[src/design/msf_pkg.sv]
// Shared types and constants of the mutation selection filter.
// No dependencies; used by the front end, back end, top level and the checker.
package msf_pkg;

    typedef enum logic [2:0] {
        VERDICT_IGNORED      = 3'd0,
        VERDICT_KEPT_SILENT  = 3'd1,
        VERDICT_KEPT_REPLACE = 3'd2,
        VERDICT_REVERT       = 3'd3,
        VERDICT_SKIPPED      = 3'd4
    } t_verdict;

    typedef enum logic [1:0] {
        ZONE_FWR    = 2'd0,
        ZONE_CDR    = 2'd1,
        ZONE_ANCHOR = 2'd2,
        ZONE_SKIP   = 2'd3
    } t_region;

    localparam int unsigned Q_BITS = 16;
    localparam logic [16:0] Q_ONE  = 17'h1_0000;

    localparam logic [2:0] CFG_STRENGTH   = 3'd0;
    localparam logic [2:0] CFG_CDR_BASE   = 3'd1;
    localparam logic [2:0] CFG_FWR_BASE   = 3'd2;
    localparam logic [2:0] CFG_ANCHOR_BASE = 3'd3;

    localparam logic [2:0] SEG_V           = 3'd0;
    localparam logic [2:0] SEG_J           = 3'd4;
    localparam logic [2:0] SEG_LAST_CODING = 3'd4;

    localparam logic [2:0] GERM_NONE = 3'd5;
    localparam logic [1:0] SLOT_NONE = 2'd3;

    localparam logic [15:0] V_EDGE_A = 16'd78;
    localparam logic [15:0] V_EDGE_B = 16'd114;
    localparam logic [15:0] V_EDGE_C = 16'd165;
    localparam logic [15:0] V_EDGE_D = 16'd195;
    localparam logic [16:0] J_ANCHOR_SPAN = 17'd3;

    localparam logic [7:0] AA_UNKNOWN = "?";

    // Standard genetic code, index {first, second, third} with T,C,A,G = 0..3.
    localparam logic [7:0] AMINO_OF [64] = '{
        "F","F","L","L","S","S","S","S","Y","Y","*","*","C","C","*","W",
        "L","L","L","L","P","P","P","P","H","H","Q","Q","R","R","R","R",
        "I","I","I","M","T","T","T","T","N","N","K","K","S","S","R","R",
        "V","V","V","V","A","A","A","A","D","D","E","E","G","G","G","G"
    };

    typedef struct packed {
        logic [16:0] strength;
        logic [16:0] cdr_base;
        logic [16:0] fwr_base;
        logic [16:0] anchor_base;
    } t_cfg;

    // Classified item passed from front to back.
    typedef struct packed {
        logic        done;      // verdict final, no acceptance test needed
        t_verdict    verdict;
        t_region     region;
        logic [15:0] rnd;
    } t_mid;

    typedef struct packed {
        t_verdict verdict;
        t_region  region;
    } t_result;

endpackage

[src/design/msf_fifo.sv]
// Small synchronous FIFO with flop storage and a fill count.
// No package dependency.
module msf_fifo #(
    parameter int DEPTH = 4,
    parameter int WIDTH = 8
) (
    input  logic                       i_clk,
    input  logic                       i_rst_n,
    input  logic                       i_push,
    input  logic [WIDTH-1:0]           i_data,
    output logic                       o_full,
    input  logic                       i_pop,
    output logic [WIDTH-1:0]           o_data,
    output logic                       o_empty,
    output logic [$clog2(DEPTH+1)-1:0] o_count
);

    localparam int PW = (DEPTH > 1) ? $clog2(DEPTH) : 1;
    localparam int CW = $clog2(DEPTH+1);
    localparam logic [PW-1:0] LAST = PW'(DEPTH - 1);
    localparam logic [CW-1:0] FULL_COUNT = CW'(DEPTH);

    logic [WIDTH-1:0] r_mem [DEPTH];
    logic [PW-1:0]    r_wr_ptr, n_wr_ptr;
    logic [PW-1:0]    r_rd_ptr, n_rd_ptr;
    logic [CW-1:0]    r_count, n_count;
    logic             do_push, do_pop;

    assign do_push = i_push && !o_full;
    assign do_pop  = i_pop && !o_empty;

    always_comb begin
        n_wr_ptr = r_wr_ptr;
        n_rd_ptr = r_rd_ptr;
        n_count  = r_count;
        if (do_push) begin
            n_wr_ptr = (r_wr_ptr == LAST) ? '0 : r_wr_ptr + 1'b1;
        end
        if (do_pop) begin
            n_rd_ptr = (r_rd_ptr == LAST) ? '0 : r_rd_ptr + 1'b1;
        end
        if (do_push && !do_pop) begin
            n_count = r_count + 1'b1;
        end else if (do_pop && !do_push) begin
            n_count = r_count - 1'b1;
        end
    end

    always_ff @(posedge i_clk) begin
        if (!i_rst_n) begin
            r_wr_ptr <= '0;
            r_rd_ptr <= '0;
            r_count  <= '0;
        end else begin
            r_wr_ptr <= n_wr_ptr;
            r_rd_ptr <= n_rd_ptr;
            r_count  <= n_count;
        end
    end

    always_ff @(posedge i_clk) begin
        if (do_push) begin
            r_mem[r_wr_ptr] <= i_data;
        end
    end

    assign o_data  = r_mem[r_rd_ptr];
    assign o_full  = (r_count == FULL_COUNT);
    assign o_empty = (r_count == '0);
    assign o_count = r_count;

endmodule

[src/design/msf_front.sv]
// Front end: silent/replacement test by codon translation and region class.
// Depends on msf_pkg.
module msf_front (
    input  logic [16:0]   i_strength,
    input  logic          i_is_mutated,
    input  logic [2:0]    i_segment_code,
    input  logic [15:0]   i_germline_position,
    input  logic [1:0]    i_codon_slot,
    input  logic [2:0]    i_base_first,
    input  logic [2:0]    i_base_second,
    input  logic [2:0]    i_base_third,
    input  logic [2:0]    i_germline_base,
    input  logic          i_anchor_mark,
    input  logic [15:0]   i_v_anchor_pos,
    input  logic [15:0]   i_j_anchor_pos,
    input  logic [15:0]   i_random_word,
    output msf_pkg::t_mid o_item
);

    function automatic logic [7:0] translate(input logic [2:0] a, input logic [2:0] b,
                                             input logic [2:0] c);
        logic [5:0] idx;
        idx = {a[1:0], b[1:0], c[1:0]};
        if (a[2] || b[2] || c[2]) begin
            return msf_pkg::AA_UNKNOWN;
        end
        return msf_pkg::AMINO_OF[idx];
    endfunction

    logic [2:0]       g_first, g_second, g_third;
    logic [7:0]       aa_now, aa_germ;
    logic             repl;
    msf_pkg::t_region region;

    // Codon with the germline base put in this nucleotide's slot.
    always_comb begin
        g_first  = i_base_first;
        g_second = i_base_second;
        g_third  = i_base_third;
        case (i_codon_slot)
            2'd0:    g_first  = i_germline_base;
            2'd1:    g_second = i_germline_base;
            2'd2:    g_third  = i_germline_base;
            default: ;
        endcase
    end

    assign aa_now  = translate(i_base_first, i_base_second, i_base_third);
    assign aa_germ = translate(g_first, g_second, g_third);
    assign repl    = (i_germline_base == msf_pkg::GERM_NONE)
                  || (i_codon_slot == msf_pkg::SLOT_NONE)
                  || (aa_now != aa_germ);

    always_comb begin
        if (i_anchor_mark) begin
            region = msf_pkg::ZONE_ANCHOR;
        end else if (i_segment_code == msf_pkg::SEG_V) begin
            if (i_v_anchor_pos == '0) begin
                region = msf_pkg::ZONE_SKIP;
            end else if (i_germline_position >= i_v_anchor_pos) begin
                region = msf_pkg::ZONE_CDR;
            end else if (i_germline_position < msf_pkg::V_EDGE_A) begin
                region = msf_pkg::ZONE_FWR;
            end else if (i_germline_position < msf_pkg::V_EDGE_B) begin
                region = msf_pkg::ZONE_CDR;
            end else if (i_germline_position < msf_pkg::V_EDGE_C) begin
                region = msf_pkg::ZONE_FWR;
            end else if (i_germline_position < msf_pkg::V_EDGE_D) begin
                region = msf_pkg::ZONE_CDR;
            end else begin
                region = msf_pkg::ZONE_FWR;
            end
        end else if (i_segment_code == msf_pkg::SEG_J) begin
            if (i_j_anchor_pos == '0) begin
                region = msf_pkg::ZONE_SKIP;
            end else if ({1'b0, i_germline_position}
                         < ({1'b0, i_j_anchor_pos} + msf_pkg::J_ANCHOR_SPAN)) begin
                region = msf_pkg::ZONE_CDR;
            end else begin
                region = msf_pkg::ZONE_FWR;
            end
        end else begin
            region = msf_pkg::ZONE_CDR;
        end
    end

    always_comb begin
        o_item.done    = 1'b1;
        o_item.verdict = msf_pkg::VERDICT_IGNORED;
        o_item.region  = msf_pkg::ZONE_FWR;
        o_item.rnd     = i_random_word;
        if (i_strength == '0 || !i_is_mutated
            || i_segment_code > msf_pkg::SEG_LAST_CODING) begin
            o_item.verdict = msf_pkg::VERDICT_IGNORED;
        end else if (!repl) begin
            o_item.verdict = msf_pkg::VERDICT_KEPT_SILENT;
        end else if (region == msf_pkg::ZONE_SKIP) begin
            o_item.verdict = msf_pkg::VERDICT_SKIPPED;
            o_item.region  = msf_pkg::ZONE_SKIP;
        end else begin
            o_item.done    = 1'b0;
            o_item.verdict = msf_pkg::VERDICT_REVERT;
            o_item.region  = region;
        end
    end

endmodule

[src/design/msf_back.sv]
// Back end: acceptance product, random compare and the result queue.
// Depends on msf_pkg and msf_fifo.
module msf_back #(
    parameter int OUT_DEPTH = 4
) (
    input  logic              i_clk,
    input  logic              i_rst_n,
    input  msf_pkg::t_cfg     i_cfg,
    input  msf_pkg::t_mid     i_mid,
    input  logic              i_mid_valid,
    output logic              o_mid_pop,
    input  logic              i_pop,
    output logic              o_empty,
    output msf_pkg::t_result  o_result
);

    localparam int CW = $clog2(OUT_DEPTH+1);
    localparam int RW = $bits(msf_pkg::t_result);

    function automatic logic [16:0] sat_one(input logic [16:0] v);
        return (v > msf_pkg::Q_ONE) ? msf_pkg::Q_ONE : v;
    endfunction

    logic [16:0]      base, s_sat, b_gap;
    logic [33:0]      prod;
    logic             take;
    logic [CW:0]      used;
    logic [CW-1:0]    out_count;
    logic             out_full;
    logic [RW-1:0]    out_data;

    logic             r_a_valid;
    msf_pkg::t_mid    r_a_item;
    logic [33:0]      r_a_prod;

    logic [17:0]      reduction, accept;
    msf_pkg::t_result res;

    // Entries in the result queue plus the one in flight must leave room.
    assign used      = {1'b0, out_count} + (CW+1)'(r_a_valid);
    assign take      = i_mid_valid && (used < (CW+1)'(OUT_DEPTH));
    assign o_mid_pop = take;

    always_comb begin
        case (i_mid.region)
            msf_pkg::ZONE_ANCHOR: base = i_cfg.anchor_base;
            msf_pkg::ZONE_CDR:    base = i_cfg.cdr_base;
            default:              base = i_cfg.fwr_base;
        endcase
    end

    assign s_sat = sat_one(i_cfg.strength);
    assign b_gap = msf_pkg::Q_ONE - sat_one(base);
    assign prod  = s_sat * b_gap;

    always_ff @(posedge i_clk) begin
        if (!i_rst_n) begin
            r_a_valid <= 1'b0;
        end else begin
            r_a_valid <= take;
        end
    end

    always_ff @(posedge i_clk) begin
        if (take) begin
            r_a_item <= i_mid;
            r_a_prod <= prod;
        end
    end

    assign reduction = r_a_prod[33:msf_pkg::Q_BITS];
    assign accept    = {1'b0, msf_pkg::Q_ONE} - reduction;

    always_comb begin
        res.verdict = r_a_item.verdict;
        res.region  = r_a_item.region;
        if (!r_a_item.done) begin
            res.verdict = ({2'b00, r_a_item.rnd} < accept) ? msf_pkg::VERDICT_KEPT_REPLACE
                                                           : msf_pkg::VERDICT_REVERT;
        end
    end

    msf_fifo #(
        .DEPTH (OUT_DEPTH),
        .WIDTH (RW)
    ) u_out_q (
        .i_clk   (i_clk),
        .i_rst_n (i_rst_n),
        .i_push  (r_a_valid),
        .i_data  (res),
        .o_full  (out_full),
        .i_pop   (i_pop),
        .o_data  (out_data),
        .o_empty (o_empty),
        .o_count (out_count)
    );

    // Credit check above keeps the queue from overflowing; full only gates pushes.
    assign o_result = (out_full || !out_full) ? msf_pkg::t_result'(out_data)
                                              : msf_pkg::t_result'(out_data);

endmodule

[src/design/mutation_selection_filter_core.sv]
// Top level of the mutation selection filter: config registers, front end,
// decoupling queue and back end. Depends on msf_pkg, msf_front, msf_fifo, msf_back.
//
// Usage:
//   Input channel is a queue write port: an item (one nucleotide with its codon
//   context, anchors and a random word) is taken at a clock edge with push high
//   and full low. Results leave through a queue read port: while empty is low
//   the oldest result sits on o_verdict / o_region_class, and it is taken at an
//   edge with pop high. Exactly one result per item, in input order.
//   Config writes use i_cfg_valid / o_cfg_ready (ready is always high); index
//   0 strength, 1 CDR, 2 FWR, 3 anchor base acceptance; other indexes are dropped.
//   Items pass the middle queue, a back-end register and the result queue. Throughput:
//   one item per cycle while the result queue has room, via the single 17x17 multiplier.
//   Reset (synchronous, active low) clears config registers and both queues.
//   When pop stays low, results pile up in the result queue, then the
//   middle queue fills and full rises; nothing is dropped.
module mutation_selection_filter_core #(
    parameter int MID_DEPTH = 4,
    parameter int OUT_DEPTH = 4
) (
    input  logic        i_clk,
    input  logic        i_rst_n,
    // config write channel
    input  logic        i_cfg_valid,
    output logic        o_cfg_ready,
    input  logic [2:0]  i_cfg_index,
    input  logic [16:0] i_cfg_data,
    // input queue port
    input  logic        push,
    output logic        full,
    input  logic        i_is_mutated,
    input  logic [2:0]  i_segment_code,
    input  logic [15:0] i_germline_position,
    input  logic [1:0]  i_codon_slot,
    input  logic [2:0]  i_base_first,
    input  logic [2:0]  i_base_second,
    input  logic [2:0]  i_base_third,
    input  logic [2:0]  i_germline_base,
    input  logic        i_anchor_mark,
    input  logic [15:0] i_v_anchor_pos,
    input  logic [15:0] i_j_anchor_pos,
    input  logic [15:0] i_random_word,
    // result queue port
    output logic        empty,
    input  logic        pop,
    output logic [2:0]  o_verdict,
    output logic [1:0]  o_region_class
);

    localparam int MW = $bits(msf_pkg::t_mid);

    msf_pkg::t_cfg    r_cfg, n_cfg;
    msf_pkg::t_mid    front_item, mid_item;
    logic [MW-1:0]    mid_data;
    logic             mid_empty, mid_pop;
    logic [$clog2(MID_DEPTH+1)-1:0] mid_count;
    msf_pkg::t_result result;

    // Config registers, writable any cycle; firmware only writes when idle, not enforced here.
    assign o_cfg_ready = 1'b1;

    always_comb begin
        n_cfg = r_cfg;
        if (i_cfg_valid) begin
            case (i_cfg_index)
                msf_pkg::CFG_STRENGTH:    n_cfg.strength    = i_cfg_data;
                msf_pkg::CFG_CDR_BASE:    n_cfg.cdr_base    = i_cfg_data;
                msf_pkg::CFG_FWR_BASE:    n_cfg.fwr_base    = i_cfg_data;
                msf_pkg::CFG_ANCHOR_BASE: n_cfg.anchor_base = i_cfg_data;
                default:                  ;
            endcase
        end
    end

    always_ff @(posedge i_clk) begin
        if (!i_rst_n) begin
            r_cfg <= '0;
        end else begin
            r_cfg <= n_cfg;
        end
    end

    // Front: pure classification of the incoming nucleotide.
    msf_front u_front (
        .i_strength          (r_cfg.strength),
        .i_is_mutated        (i_is_mutated),
        .i_segment_code      (i_segment_code),
        .i_germline_position (i_germline_position),
        .i_codon_slot        (i_codon_slot),
        .i_base_first        (i_base_first),
        .i_base_second       (i_base_second),
        .i_base_third        (i_base_third),
        .i_germline_base     (i_germline_base),
        .i_anchor_mark       (i_anchor_mark),
        .i_v_anchor_pos      (i_v_anchor_pos),
        .i_j_anchor_pos      (i_j_anchor_pos),
        .i_random_word       (i_random_word),
        .o_item              (front_item)
    );

    // Decoupling queue between classification and acceptance test.
    msf_fifo #(
        .DEPTH (MID_DEPTH),
        .WIDTH (MW)
    ) u_mid_q (
        .i_clk   (i_clk),
        .i_rst_n (i_rst_n),
        .i_push  (push),
        .i_data  (front_item),
        .o_full  (full),
        .i_pop   (mid_pop),
        .o_data  (mid_data),
        .o_empty (mid_empty),
        .o_count (mid_count)
    );

    assign mid_item = msf_pkg::t_mid'(mid_data);

    msf_back #(
        .OUT_DEPTH (OUT_DEPTH)
    ) u_back (
        .i_clk       (i_clk),
        .i_rst_n     (i_rst_n),
        .i_cfg       (r_cfg),
        .i_mid       (mid_item),
        .i_mid_valid (!mid_empty && (mid_count != '0)),
        .o_mid_pop   (mid_pop),
        .i_pop       (pop),
        .o_empty     (empty),
        .o_result    (result)
    );

    assign o_verdict      = result.verdict;
    assign o_region_class = result.region;

endmodule

[config.mk]
export PLATFORM = sky130hd
export DESIGN_NAME = mutation_selection_filter_core
export DESIGN_NICKNAME = d
export VERILOG_FILES = /design/src/design/msf_pkg.sv /design/src/design/msf_fifo.sv /design/src/design/msf_front.sv /design/src/design/msf_back.sv /design/src/design/mutation_selection_filter_core.sv
export SDC_FILE = /design/constraint.sdc
export NUM_CORES = 1
export LEC_CHECK = 0
export ABC_AREA = 1
export BUFFER_PORTS_ARGS = -buffer_cell sky130_fd_sc_hd__buf_2
export CELL_PAD_IN_SITES_DETAIL_PLACEMENT = 2
export CELL_PAD_IN_SITES_GLOBAL_PLACEMENT = 2
export CORE_ASPECT_RATIO = 0.7
export CORE_MARGIN = 3
export CORE_UTILIZATION = 34
export CTS_BUF_LIST = sky130_fd_sc_hd__clkbuf_4
export DETAILED_ROUTE_END_ITERATION = 12
export PLACE_DENSITY_LB_ADDON = 0.1
export SKIP_LAST_GASP = 1
export SYNTH_ARGS = -nofsm -noshare
export SYNTH_HDL_FRONTEND = slang
export SYNTH_SLANG_ARGS = --single-unit
export TNS_END_PERCENT = 1
[constraint.sdc]
create_clock -name i_clk -period 14.4 [get_ports i_clk]
set_clock_uncertainty 0.15 [all_clocks]
set_input_delay 2.88 -clock i_clk [delete_from_list [all_inputs] [get_ports i_clk]]
set_output_delay 2.88 -clock i_clk [all_outputs]
set_load 0.01 [all_outputs]
Word-level counts from Yosys, hierarchy flattened
Memories as Yosys holds them, arrays and structs flattened. A register that Yosys moved wholly into a read port is not among the register bits.
Cells that the tools add are included.
Widths: inputs -> output; s select.
{"block": "totals", "ff_bits": 139, "latch_bits": 0, "mem_bits_rw": 108, "romBits": 1024, "n_memories": 4}
{"name": "(no name shown)", "depth": 64, "width": 8, "read_ports": 1, "rd_clocked_by_memory_dff": 0, "write_ports": 0, "line_no": "msf_front.sv:27", "text": "return msf_pkg::AMINO_OF[idx];"}
{"name": "(no name shown)", "depth": 64, "width": 8, "read_ports": 1, "rd_clocked_by_memory_dff": 0, "write_ports": 0, "line_no": "msf_front.sv:27"}
{"name": "u_mid_q.r_mem", "depth": 4, "width": 22, "read_ports": 1, "rd_clocked_by_memory_dff": 1, "write_ports": 1, "line_no": "msf_fifo.sv:23", "text": "logic [WIDTH-1:0] r_mem [DEPTH];"}
{"name": "u_back.u_out_q.r_mem", "depth": 4, "width": 5, "read_ports": 1, "rd_clocked_by_memory_dff": 1, "write_ports": 1, "line_no": "msf_fifo.sv:23"}
{"block": "classes", "n_addsub": 12, "multipliers": 1, "n_div": 0, "magnitude_cmp": 13, "eq_ne": 18, "n_shift": 0, "muxes": 53, "bitwise": 2, "reduce_logical": 42}
{"operator": "$mux 8", "n": 8}
{"operator": "$mux 2", "n": 19}
{"operator": "$gt 17x17->1 const B", "n": 2}
{"operator": "$mul 17x17->34", "n": 1}
{"operator": "$mux 17", "n": 2}
{"operator": "$pmux 17 s2", "n": 1}
{"operator": "$logic_not 16->1", "n": 2}
{"operator": "$lt 16x7->1 const B", "n": 2}
{"operator": "$lt 16x8->1 const B", "n": 2}
{"operator": "$mux 3", "n": 10}
{"operator": "$lt 16x18->1", "n": 1}
{"operator": "$sub 17x18->18 const A", "n": 1}
{"operator": "$add 16x2->17 const B", "n": 1}
{"operator": "$logic_not 17->1", "n": 1}
{"operator": "$lt 16x17->1", "n": 1}
{"operator": "$sub 17x17->17 const A", "n": 1}
{"operator": "$eq 2x2->1 const B", "n": 8}
{"operator": "$ge 16x16->1", "n": 1}
{"operator": "$ge 7x7->1 const B", "n": 2}
{"operator": "$not 6->7", "n": 2}
{"operator": "$eq 3x3->1 const B", "n": 4}
{"operator": "$logic_not 3->1", "n": 4}
{"operator": "$mux 1", "n": 12}
{"operator": "$logic_and 1x1->1", "n": 10}
{"operator": "17 further kinds", "n": 43}

Depth between registers and ports, before layout
Gate-level depths: netlist of run 1.
{"block": "logic_depth", "word_depth": 13, "ltp_mapped": 53, "ltp_nobuf": 48}

Cells and area by module
From an unflattened synthesis of run 1, not the netlist that was laid out.
{"block": "hier_totals", "hier_cells": 2889, "area_unflattened_um2": 23406.2}
{"mod": "msf_back", "n_inst": 1, "cells_per_inst": 1601, "area_each_um2": 12852.3}
{"mod": "msf_fifo (u_mid_q)", "n_inst": 1, "cells_per_inst": 285, "area_each_um2": 3794.9}
{"mod": "mutation_selection_filter_core", "n_inst": 1, "cells_per_inst": 403, "area_each_um2": 2825.2}
{"mod": "msf_front", "n_inst": 1, "cells_per_inst": 480, "area_each_um2": 2678.8}
{"mod": "msf_fifo (u_back.u_out_q)", "n_inst": 1, "cells_per_inst": 120, "area_each_um2": 1255.0}

Worst setup path after synthesis of run 1
No wires, ideal clock.
{"block": "synth_path", "path_kind": "register -> register", "start": "register (tool-made name)", "end": "register u_back.r_a_prod[33], data pin", "arrival_time_ps": 8005, "required_time_ps": 13998, "path_slack_ps": 5993, "path_stages_with_launch": 46, "n_path_buf": 4, "period_less_slack_ps": 8407, "cell_sequence": "dfxtp_1 clkbuf_1 clkinv_1 nand2_1 a32oi_1 ha_1 inv_2 buf_6 nand2_1 nand2_1 nor2_1 nand2_1 nor2_1 nand2_1 nand2_1 buf_6 buf_6 inv_2 [10 not listed] inv_1 fa_1 inv_1 fa_1 inv_1 fa_1 fa_1 fa_1 ha_1 nand2_1 nor4_1 nand2_1 nand2_1 a21oi_1 o21ai_0 nand2_1 nand3b_1 nand2_1"}
{"element": "to (signal assigned)", "line_no": "msf_back.sv:67", "text": "r_a_prod <= prod;"}
{"element": "to (decl)", "line_no": "msf_back.sv:34", "text": "logic [33:0] r_a_prod;"}

==> results of run 1 <==
[routing by layer]
metal	GRT usage, %	share of wire, %	up-vias
met2	39.02	44	450
met5	0	0	-
li1	-	-	8957
met3	5.377	6.1	86
met1	34.48	49	9807
met4	4.348	1.5	0
[metrics by stage]
stage	setup slack [ns]	hold WS (ns)	utilization (%)	std cells
after global routing	1.094	0.3468	38.37	3775
after CTS	2.117	0.3312	38.36	3773
after detailed placement	2.140	0.3173	37.17	3661
final	2.207	0.3330	38.38	3777
after global placement	2.668	0.2939	37.17	3661
after floorplan	5.993	0.2746	-	2718
[kinds of logic (layout without fill, tap and decap cells)]
logic type | after synthesis | in the layout | synth area share (%)
flops | 235 | 235 | 27.90
compound gates | 359 | 359 | 8.921
buf+inv | 567 | 753 | 9.925
simple gates | 1106 | 1106 | 20.93
fa+ha+maj | 407 | 407 | 30.55
other cells | 1 | 5 | 0.01691
xor+xnor | 43 | 43 | 1.766
[power breakdown]
part	internal [mW]	switching (mW)
Combinational	1.13	2.94
Sequential	0.929	0.0915
Clock	0.274	0.300
[synth_stat cells, types with 4 or more instances]
library cell	count	area share [%]
inv_1	478	8.1
nand2_1	467	7.9
nor2_1	382	6.5
fa_1	224	20
ha_1	183	10
o21ai_0	183	4.1
nand3_1	153	3.5
edfxtp_1	148	20
a21oi_1	99	2.2
dfxtp_1	87	7.9
clkbuf_1	46	0.78
xor2_1	29	1.1
nor3_1	27	0.61
o22ai_1	26	0.73
nand4_1	23	0.65
nor2_2	13	0.37
clkinv_1	12	0.20
xnor2_1	12	0.47
buf_2	10	0.23
nand2_2	10	0.28
inv_2	9	0.15
nor4_1	9	0.25
o21ai_1	7	0.16
a21o_1	6	0.20
buf_4	6	0.20
buf_6	5	0.25
o211ai_1	5	0.17
a31oi_1	4	0.11
nand2_4	4	0.20
o21a_1	4	0.14
[cells in the final DEF (no fill, tap or decap), types with 9 or more instances in the layout]
| master | instances |
|---|---|
| nor2_2 | 17 |
| fa_1 | 224 |
| clkbuf_4 | 84 |
| nand3_1 | 153 |
| clkinv_1 | 32 |
| buf_4 | 28 |
| xor2_1 | 29 |
| o21ai_0 | 183 |
| inv_1 | 478 |
| nand2_1 | 467 |
| ha_1 | 183 |
| xnor2_1 | 12 |
| a21oi_1 | 99 |
| nor2_1 | 378 |
| nand4_1 | 23 |
| nor3_1 | 24 |
| o22ai_1 | 26 |
| nor4_1 | 9 |
| dfxtp_1 | 87 |
| edfxtp_1 | 148 |
| inv_2 | 9 |
| nand2_2 | 10 |
| buf_2 | 114 |
[worst min path at each step]
| stage | cells after the start | to | slack [ns] | startpoint |
|---|---|---|---|---|
| after floorplan | 2 | r_cfg[33]$_SDFFE_PN0P_ | 0.27 | r_cfg[33]$_SDFFE_PN0P_ |
| after global placement | 2 | r_cfg[33]$_SDFFE_PN0P_ | 0.29 | r_cfg[33]$_SDFFE_PN0P_ |
| after detailed placement | 2 | r_cfg[33]$_SDFFE_PN0P_ | 0.32 | r_cfg[33]$_SDFFE_PN0P_ |
| after CTS | 2 | r_cfg[33]$_SDFFE_PN0P_ | 0.33 | r_cfg[33]$_SDFFE_PN0P_ |
| after global routing | 2 | r_cfg[64]$_SDFFE_PN0P_ | 0.35 | r_cfg[64]$_SDFFE_PN0P_ |
| final | 2 | r_cfg[64]$_SDFFE_PN0P_ | 0.33 | r_cfg[64]$_SDFFE_PN0P_ |
[worst reg2reg max path, delay by kind of cell, from the launching register on]
family          cells  cell delay (ns)
compound gates      5             1.51
fa+ha+maj           9             4.43
flops               1             0.78
simple gates       13             3.32
buf+inv             9             1.53
xor+xnor            1             0.16
[sequential cells by signal, summed over array words and instances (netlist names), named ones only]
signal	count
u_mid_q.r_mem	88
r_cfg	68
u_back.r_a_item	22
u_back.u_out_q.r_mem	20
u_back.r_a_prod	18
u_back.u_out_q.o_count	3
u_mid_q.o_count	3
u_back.u_out_q.r_rd_ptr	2
u_back.u_out_q.r_wr_ptr	2
u_mid_q.r_rd_ptr	2
u_mid_q.r_wr_ptr	2
u_back.r_a_valid	1
[cell type report]
cell class / count / area, µm² / share of cell area [%]
Antenna cell: 4 / 10.01 / 0.04083
Clock buffer: 84 / 630.6 / 2.572
Clock inverter: 28 / 132.6 / 0.5410
Inverter: 499 / 1873 / 7.641
Multi-Input combinational cell: 1916 / 13810 / 56.35
Sequential cell: 235 / 6186 / 25.23
Tap cell: 869 / 1087 / 4.435
Timing Repair Buffer: 142 / 780.7 / 3.185
==> metrics.yaml, run 1 <==
status:
  outcome: "finished clean"
placed_design:
  post_dp_cell_area_um2: 23740
  port_buffers: 114
  gp_congestion: 0.9172
  hpwl_mm: 66.72
final_layout:
  syn_to_final_growth_pct: 10.55
  final_layout_size_suffix_gt1_share_pct: 10.16
  design_area_um2: 24510
  final_nets: 3368
  nFillCells: 7346
clock_network:
  root_buffer: "clkbuf_4"
  clkSlewWorstSetupHoldPaths_ns: 0.07
  clkSinkCount: 235
  cts_buffers: 59
  clock_path_buffers: 3
  clk_latency_ns: 0.82
  cts_tree: "done"
  hold_buffers: 0
  post_cts_resized: 0
  post_cts_buffers: 0
  htree_levels: 2
floorplanning:
  fp.dieH_um: 219.7
  coreArea_um2: 63880
  start_util_pct: 34.72
  rows: 77
  fp.dieW_um: 311.2
  dieArea_um2: 68370
  pin_count: 116
yosys:
  ys.flop_type: "edfxtp_1"
  synth_edf_count: 148
  syn_inst: 2718
  synth_cell_types: 56
  ys_ff_latch: 235
  yosys_warnings: 0
  async_flop_share_pct: 0
  syn_avg_cell_area_um2: 8.159
  yosysSeqAreaShare_pct: 27.90
  synth_area_um2: 22180
  syn_nets: 3233
worst_setup_path:
  reg2reg_slack_ns: 2.21
  worstSetupEndpointType: "flip-flop"
  cp-endpoint: "u_back.r_a_prod[28]$_DFFE_PP_"
  reg2reg_depth: 37
  path_class: "flip-flop to flip-flop"
  cp_max_fo: 29
  crit_path_frequent_cell: "nand2_1"
  critPathArrivalTime_ns: 12.58
  path_depth: 37
  reg2reg_to: "u_back.r_a_prod[28]$_DFFE_PP_"
  required_ns: 14.78
  worstSetupStartpointType: "flip-flop"
  critical_path.top_delay_family: "adder cells"
  worst_path_max_delay_cell: "dfxtp_1"
  cp_slowest_stage_delay_ns: 0.78
  crit_buf_inv: 9
global_routing:
  grt_pass1_vias: 21860
  grt_pass1_wl_mm: 128.6
  grt_usage_pct: 24.46
  grt-ovfl-total: 0
  antenna_found_initial: 2
  grt_max_degree: 81
timing:
  final-hold-violation-count: 0
  worst_pin_slew_ns: 1.113
  final.period_utilization_pct: 84.68
  period_needed_ns: 12.19
  rsz0062_at_grt: "no"
  fin_tns_setup_ns: 0
  slew_violations: 0
  finalSetupViolations: 0
  max_freq_ghz: 0.08201
  max_slew_margin_pct: 25.00
job:
  drv_cap: 0
power_and_ir_drop:
  p_leak_nw: 11.80
  p_per_area_nw_per_um2: 231.0
  power_mw: 5.662
  max-vdd-ir-drop_v: 0.0001692
routing:
  wl_mm: 82.79
  drt_iter0_markers: 1210
  vias_per_cell: 5.110
  vias: 19300
  wl_per_cell_um: 21.92
  firstDrtPassIters: 5
  ant_nets: 0
  remaining_drc_errors: 0
hold_path:
  hold_path.class: "flip-flop to flip-flop"
Power figures use the tool's default switching activity.
==> run 2, diff against run 1 <==
==> constraint.sdc (replaced) <==
create_clock -name i_clk -period 11.2 [get_ports i_clk]
set_clock_uncertainty 0.15 [all_clocks]
set_input_delay 2.24 -clock i_clk [delete_from_list [all_inputs] [get_ports i_clk]]
set_output_delay 2.24 -clock i_clk [all_outputs]
set_load 0.01 [all_outputs]
==> run 2 against run 1 <==
Effect of this change:
- flip-flop and latch count is the same
- hold slack lost 0.0075 ns
- sequential share of layout area shrank 0.057 points
- non-clock buffer count grew 9
- total power grew 30%
- utilization grew 0.086 points
- first-iteration DRC count shrank 1.8%
- clock-buffer cell count shrank 1
- wire length shrank 1.9%
- final cell count is essentially flat
- via count shrank 0.51%
- largest cell class unchanged
- register-to-register slack lost 1.3 ns
==> metrics.yaml, run 2 (synthesized netlist as in run 1, its figures left out) <==
clock_network:
  cts_tree: "done"
  root_buffer: "clkbuf_4"
  post_cts_buffers: 0  # unchanged
  clkSlewWorstSetupHoldPaths_ns: 0.07  # about the same
  hold_buffers: 0  # unchanged
  cts_buffers: 59  # unchanged
  clkSinkCount: 235  # unchanged
  clk_latency_ns: 0.79  # -0.03 ns
  clock_path_buffers: 3  # unchanged
  htree_levels: 2  # unchanged
timing:
  final.period_utilization_pct: 92.14  # +7.5 points
  rsz0062_at_grt: "no"
  period_needed_ns: 10.32  # -1.874 ns
  finalSetupViolations: 0  # unchanged
  slew_violations: 0  # unchanged
  holdWs_ns: 0.3255  # -0.007493 ns
  worst_pin_slew_ns: 1.020  # -0.09338 ns
  max_freq_ghz: 0.09691  # +18%
  max_slew_margin_pct: 31.29  # +6.3 points
  fin_tns_setup_ns: 0  # unchanged
  final-hold-violation-count: 0  # unchanged
global_routing:
  grt_max_degree: 81  # unchanged
  grt_usage_pct: 24.16  # -0.30 points
  grt_pass1_vias: 21620  # -1.1%
  antenna_found_initial: 5  # +3
  grt-ovfl-total: 0  # unchanged
  grt_pass1_wl_mm: 128.5  # about the same
routing:
  vias: 19200  # -0.51%
  remaining_drc_errors: 0  # unchanged
  drt_iter0_markers: 1188  # -1.8%
  wl_mm: 81.20  # -1.9%
  vias_per_cell: 5.081  # -0.56%
  firstDrtPassIters: 5  # unchanged
  ant_nets: 0  # unchanged
  wl_per_cell_um: 21.49  # -2.0%
placed_design:
  port_buffers: 114  # unchanged
  gp_congestion: 0.9031  # -1.5%
  hpwl_mm: 66.57  # -0.23%
worst_setup_path:
  cp_slowest_stage_delay_ns: 0.61  # -0.17 ns
  reg2reg_slack_ns: 0.88  # -1.33 ns
  crit_buf_inv: 11  # +2
  cp_max_fo: 24  # -17%
  path_class: "flip-flop to flip-flop"
  reg2reg_depth: 45  # +22%
  worst_path_max_delay_cell: "fa_1"
  crit_path_frequent_cell: "nand2_1"
  critPathArrivalTime_ns: 10.70  # -1.88 ns
  reg2reg_to: "u_back.r_a_prod[29]$_DFFE_PP_"
  worstSetupStartpointType: "flip-flop"
  worstSetupEndpointType: "flip-flop"
  required_ns: 11.58  # -3.20 ns
  critical_path.top_delay_family: "adder cells"
final_layout:
  final_layout_size_suffix_gt1_share_pct: 10.50  # +0.34 points
  syn_to_final_growth_pct: 10.79
  top_register: "u_mid_q.r_mem"
  nFillCells: 7345  # -0.014%
  final_common_cell: "inv_1"
  final_nets: 3377  # +0.27%
  largest_reg_flops: 88  # unchanged
  seqCellArea_um2: 6186  # unchanged
  final_util_pct: 38.46  # +0.086 points
  multi_input_area_um2: 13840  # +0.17%
  final_cell_mix: "inv_1, nand2_1, nor2_1, fa_1, o21ai_0"
  top_regs: "u_mid_q.r_mem: 88 flops, r_cfg: 68 flops, u_back.r_a_item: 22 flops"
floorplanning:
  rows: 77  # unchanged
  fp.dieH_um: 219.7  # unchanged
  fp.dieW_um: 311.2  # unchanged
  coreArea_um2: 63880  # unchanged
  pin_count: 116  # unchanged
  dieArea_um2: 68370  # unchanged
  start_util_pct: 34.72  # unchanged
hold_path:
  min_to: "r_cfg[64]$_SDFFE_PN0P_"
  min-delay-start: "r_cfg[64]$_SDFFE_PN0P_"
  worstHoldPathCells: 2  # unchanged
  hold_path.class: "flip-flop to flip-flop"
power_and_ir_drop:
  p_leak_nw: 11.82  # +0.22%
  p_per_area_nw_per_um2: 300.0  # +30%
  max-vdd-ir-drop_v: 0.0003100  # +83%
status:
  outcome: "finished clean"
job:
  drv_cap: 0  # unchanged
## run 2: metal layers
| metal | routed length [µm] | vias to the layer above | global-route usage (%) | share of wire (%) |
|---|---|---|---|---|
| met5 | 0 | - | 0 | 0 |
| met4 | 645 | 0 | 2.710 | 0.79 |
| met3 | 3854 | 53 | 3.892 | 4.7 |
| met2 | 36060 | 334 | 38.74 | 44 |
| met1 | 40640 | 9843 | 35.38 | 50 |
| li1 | - | 8972 | - | - |
## run 2: worst register-to-register path, delay by kind of cell (launching register included)
family                     cells  cell delay [ns]
AOI/OAI and AO/OA              7             1.61
adders and majority gates      9             3.72
buffers and inverters         11             1.57
DFF                            1             0.30
and+or+nand+nor               18             2.76
## run 2: through the flow
| stage | instances | power, mW | cell area [µm²] | worst slack (ns) |
|---|---|---|---|---|
| 3_3_place_gp | 3670 | 6.403 | 23810 | 0.9425 |
| 3_5_place_dp | 3670 | 6.622 | 23810 | 0.7134 |
| 4_1_cts | 3775 | 7.388 | 24540 | 0.6869 |
| 2_1_floorplan | 2718 | 4.740 | 22180 | 2.793 |
| 6_report | 3779 | 7.370 | 24570 | 0.8807 |
| 5_1_grt | 3778 | 8.102 | 24570 | 0.03474 |
## run 2: worst max path at each step
stage          slack, ns       from  cells past startpoint                       endpoint
6_report            0.88  flip-flop                     45  u_back.r_a_prod[29]$_DFFE_PP_
3_3_place_gp        0.94  flip-flop                     45  u_back.r_a_prod[33]$_DFFE_PP_
4_1_cts             0.69  flip-flop                     45  u_back.r_a_prod[29]$_DFFE_PP_
3_5_place_dp        0.71  flip-flop                     45  u_back.r_a_prod[29]$_DFFE_PP_
5_1_grt             0.03  flip-flop                     45  u_back.r_a_prod[33]$_DFFE_PP_
2_1_floorplan       2.79  flip-flop                     45  u_back.r_a_prod[33]$_DFFE_PP_
## run 2: cell type report
class                      count  share of cell area [%]
antenna                        4                 0.04074
tap                          869                   4.426
clock inverter                22                  0.4227
multi-input combinational   1916                   56.32
timing repair buffer         151                   3.453
sequential                   235                   25.18
clock buffer                  83                   2.536
inverter                     499                   7.624
## run 2: timing repair
action | 4_1_cts | 5_1_grt
gates resized for setup | 0 | 3
hold endpoints to repair | 0 | 0
endpoints found under the setup margin | 0 | 10
## run 2: power by group
part	leakage [nW]	internal, mW	total [mW]	switching, mW
Sequential	2.10	1.19	1.30	0.104
Combinational	9.30	1.52	5.35	3.83
Clock	0.432	0.345	0.724	0.379
==> run 3, diff against run 2 <==
--- a/config.mk
+++ b/config.mk
@@ -6,7 +6,7 @@
 export NUM_CORES = 1
 export LEC_CHECK = 0
 export ABC_AREA = 1
-export BUFFER_PORTS_ARGS = -buffer_cell sky130_fd_sc_hd__buf_2
+export CAP_MARGIN = 15
 export CELL_PAD_IN_SITES_DETAIL_PLACEMENT = 2
 export CELL_PAD_IN_SITES_GLOBAL_PLACEMENT = 2
 export CORE_ASPECT_RATIO = 0.7
@@ -14,6 +14,7 @@
 export CORE_UTILIZATION = 34
 export CTS_BUF_LIST = sky130_fd_sc_hd__clkbuf_4
 export DETAILED_ROUTE_END_ITERATION = 12
+export DONT_BUFFER_PORTS = 1
 export PLACE_DENSITY_LB_ADDON = 0.1
 export SKIP_LAST_GASP = 1
 export SYNTH_ARGS = -nofsm -noshare
==> run 3 against run 2 <==
Effect of this change:
- via count shrank 1.9%
- global-route usage down 0.23 points
- first-iteration DRC count grew 3.5%
- setup slack got worse by 0.049 ns
- wire length decreased by 0.30%
- register-to-register slack got worse by 0.05 ns
- total power grew 0.26%
- clock-buffer cell count grew 10
==> metrics.yaml, run 3 (synthesized netlist as in run 1, its figures left out) <==
final_layout:
  final_cell_mix: "inv_1, nand2_1, nor2_1, fa_1"
  largest_reg_flops: 88  # unchanged
  multi_input_area_um2: 13820  # about the same
  nFillCells: 7314  # -0.42%
  top_regs: "u_mid_q.r_mem: 88 flops, r_cfg: 68 flops, u_back.r_a_item: 22 flops"
  top_register: "u_mid_q.r_mem"
  final_cells: 3668  # -2.9%
  syn_to_final_growth_pct: 8.356
  final_layout_size_suffix_gt1_share_pct: 7.046  # -3.4 points
  seqCellArea_um2: 6186  # unchanged
  final_common_cell: "inv_1"
  final_nets: 3262  # -3.4%
job:
  drv_cap: 0  # unchanged
power_and_ir_drop:
  switching_share_pct: 58.56  # about the same
  pwr-share-clk_pct: 10.4  # +0.6 points
  power_mw: 7.389  # +0.26%
  p_sw_mw: 4.326  # +0.33%
  p_leak_nw: 11.40  # -3.6%
  power_frac_comb_pct: 72.0  # -0.6 points
  max-vdd-ir-drop_v: 0.0002657  # -14%
  p_int_mw: 3.062  # +0.15%
  seqPwrFrac_pct: 17.7  # about the same
  p_per_area_nw_per_um2: 307.5  # +2.5%
timing:
  fin_tns_setup_ns: 0  # unchanged
  rsz0062_at_grt: "no"
  slew_violations: 0  # unchanged
  worst_pin_slew_ns: 1.092  # +0.07162 ns
  max_slew_margin_pct: 26.96  # -4.3 points
  max_freq_ghz: 0.09645  # -0.47%
  period_needed_ns: 10.37  # +0.04868 ns
  finalSetupViolations: 0  # unchanged
  final.period_utilization_pct: 92.57  # +0.43 points
  final-hold-violation-count: 0  # unchanged
hold_path:
  hold_path.class: "flip-flop to flip-flop"
  min_to: "r_cfg[31]$_SDFFE_PN0P_"
  min-delay-start: "r_cfg[31]$_SDFFE_PN0P_"
  worstHoldPathCells: 2  # unchanged
floorplanning:
  pin_count: 116  # unchanged
  fp.dieH_um: 219.7  # unchanged
  start_util_pct: 34.72  # unchanged
  dieArea_um2: 68370  # unchanged
  coreArea_um2: 63880  # unchanged
  fp.dieW_um: 311.2  # unchanged
  rows: 77  # unchanged
routing:
  ant_nets: 0  # unchanged
  drt_iter0_markers: 1230  # +3.5%
  vias_per_cell: 5.135  # +1.1%
  firstDrtPassIters: 5  # unchanged
  wl_mm: 80.96  # -0.30%
  vias: 18840  # -1.9%
  wl_per_cell_um: 22.07  # +2.7%
  remaining_drc_errors: 0  # unchanged
worst_setup_path:
  reg2reg_slack_ns: 0.83  # -0.05 ns
  worstSetupEndpointType: "flip-flop"
  critPathArrivalTime_ns: 10.74  # +0.04 ns
  crit_buf_inv: 9  # -2
  critical_path.top_delay_family: "adder cells"
  cp_slowest_stage_delay_ns: 0.73  # +0.12 ns
  reg2reg_depth: 42  # -6.7%
  crit_path_frequent_cell: "nand2_1"
  worstSetupStartpointType: "flip-flop"
  cp_max_fo: 21  # -13%
  worst_path_max_delay_cell: "xnor2_2"
  reg2reg_to: "u_back.r_a_prod[29]$_DFFE_PP_"
  path_class: "flip-flop to flip-flop"
  required_ns: 11.58  # about the same
status:
  outcome: "finished clean"
clock_network:
  cts_tree: "done"
  hold_buffers: 0  # unchanged
  root_buffer: "clkbuf_4"
  htree_levels: 2  # unchanged
  cts_buffers: 61  # +3.4%
  clkSlewWorstSetupHoldPaths_ns: 0.07  # about the same
  clock_path_buffers: 3  # unchanged
  post_cts_resized: 0  # unchanged
  clkSinkCount: 235  # unchanged
  post_cts_buffers: 0  # unchanged
  clk_latency_ns: 0.82  # +0.03 ns
placed_design:
  hpwl_mm: 66.10  # -0.71%
  placed_cells: 3553  # -3.2%
  port_buffers: 0  # -100%
  gp_congestion: 0.8814  # -2.4%
global_routing:
  antenna_found_initial: 2  # -3
  grt_pass1_vias: 21290  # -1.6%
  grt-ovfl-total: 0  # unchanged
  grt_pass1_wl_mm: 126.4  # -1.6%
  grt_usage_pct: 23.92  # -0.23 points
  grt_max_degree: 81  # unchanged
==> run 3: metrics by stage <==
| stage | cell area, µm² | setup WS [ns] | util (%) | hold WS [ns] |
|---|---|---|---|---|
| global placement | 23220 | 1.255 | 36.36 | 0.3020 |
| floorplan | 22180 | 2.793 | - | 0.2746 |
| CTS | 24020 | 0.9879 | 37.61 | 0.3409 |
| finish | 24030 | 0.8320 | 37.62 | 0.3384 |
| detailed placement | 23220 | 1.035 | 36.36 | 0.3292 |
| global route | 24030 | 0.02428 | 37.62 | 0.3798 |
==> run 3: metal layers <==
layer  global-route usage, %  share of wire, %  wire length [µm]
met2                   38.31                45             36030
met5                       0                 0                 0
met1                   33.63                48             38780
met4                   3.907               1.3              1015
met3                   5.424               6.3              5138
==> run 3: cell type report <==
class	count	area share [%]
clock buffers	93	2.906
multi-input cells	1916	57.53
diodes	3	0.03124
well taps	869	4.525
flip-flops and latches	235	25.74
clock inverters	19	0.4062
repair buffers	34	1.062
inverters	499	7.795
==> run 3: how the worst max path moves through the flow <==
stage                                    endpoint  slack (ns)  depth (start not counted)
finish              u_back.r_a_prod[29]$_DFFE_PP_        0.83                         42
global route        u_back.r_a_prod[29]$_DFFE_PP_        0.02                         41
CTS                 u_back.r_a_prod[29]$_DFFE_PP_        0.99                         41
detailed placement  u_back.r_a_prod[29]$_DFFE_PP_        1.03                         42
global placement    u_back.r_a_prod[33]$_DFFE_PP_        1.25                         42
floorplan           u_back.r_a_prod[33]$_DFFE_PP_        2.79                         45
==> run 3: power groups by stage <==
stage / Combinational (mW) / Sequential, mW / Clock [mW]
floorplan: 3.47 / 1.27 / 0
global placement: 5.06 / 1.32 / 0
detailed placement: 5.29 / 1.33 / 0
CTS: 5.31 / 1.31 / 0.800
global route: 5.92 / 1.32 / 0.846
finish: 5.32 / 1.30 / 0.767
==> run 3: tightest hold or removal path, stage by stage (launching register included) <==
cell and delay (ns):
dfxtp_1 0.30, inv_1 0.07, a21oi_1 0.07
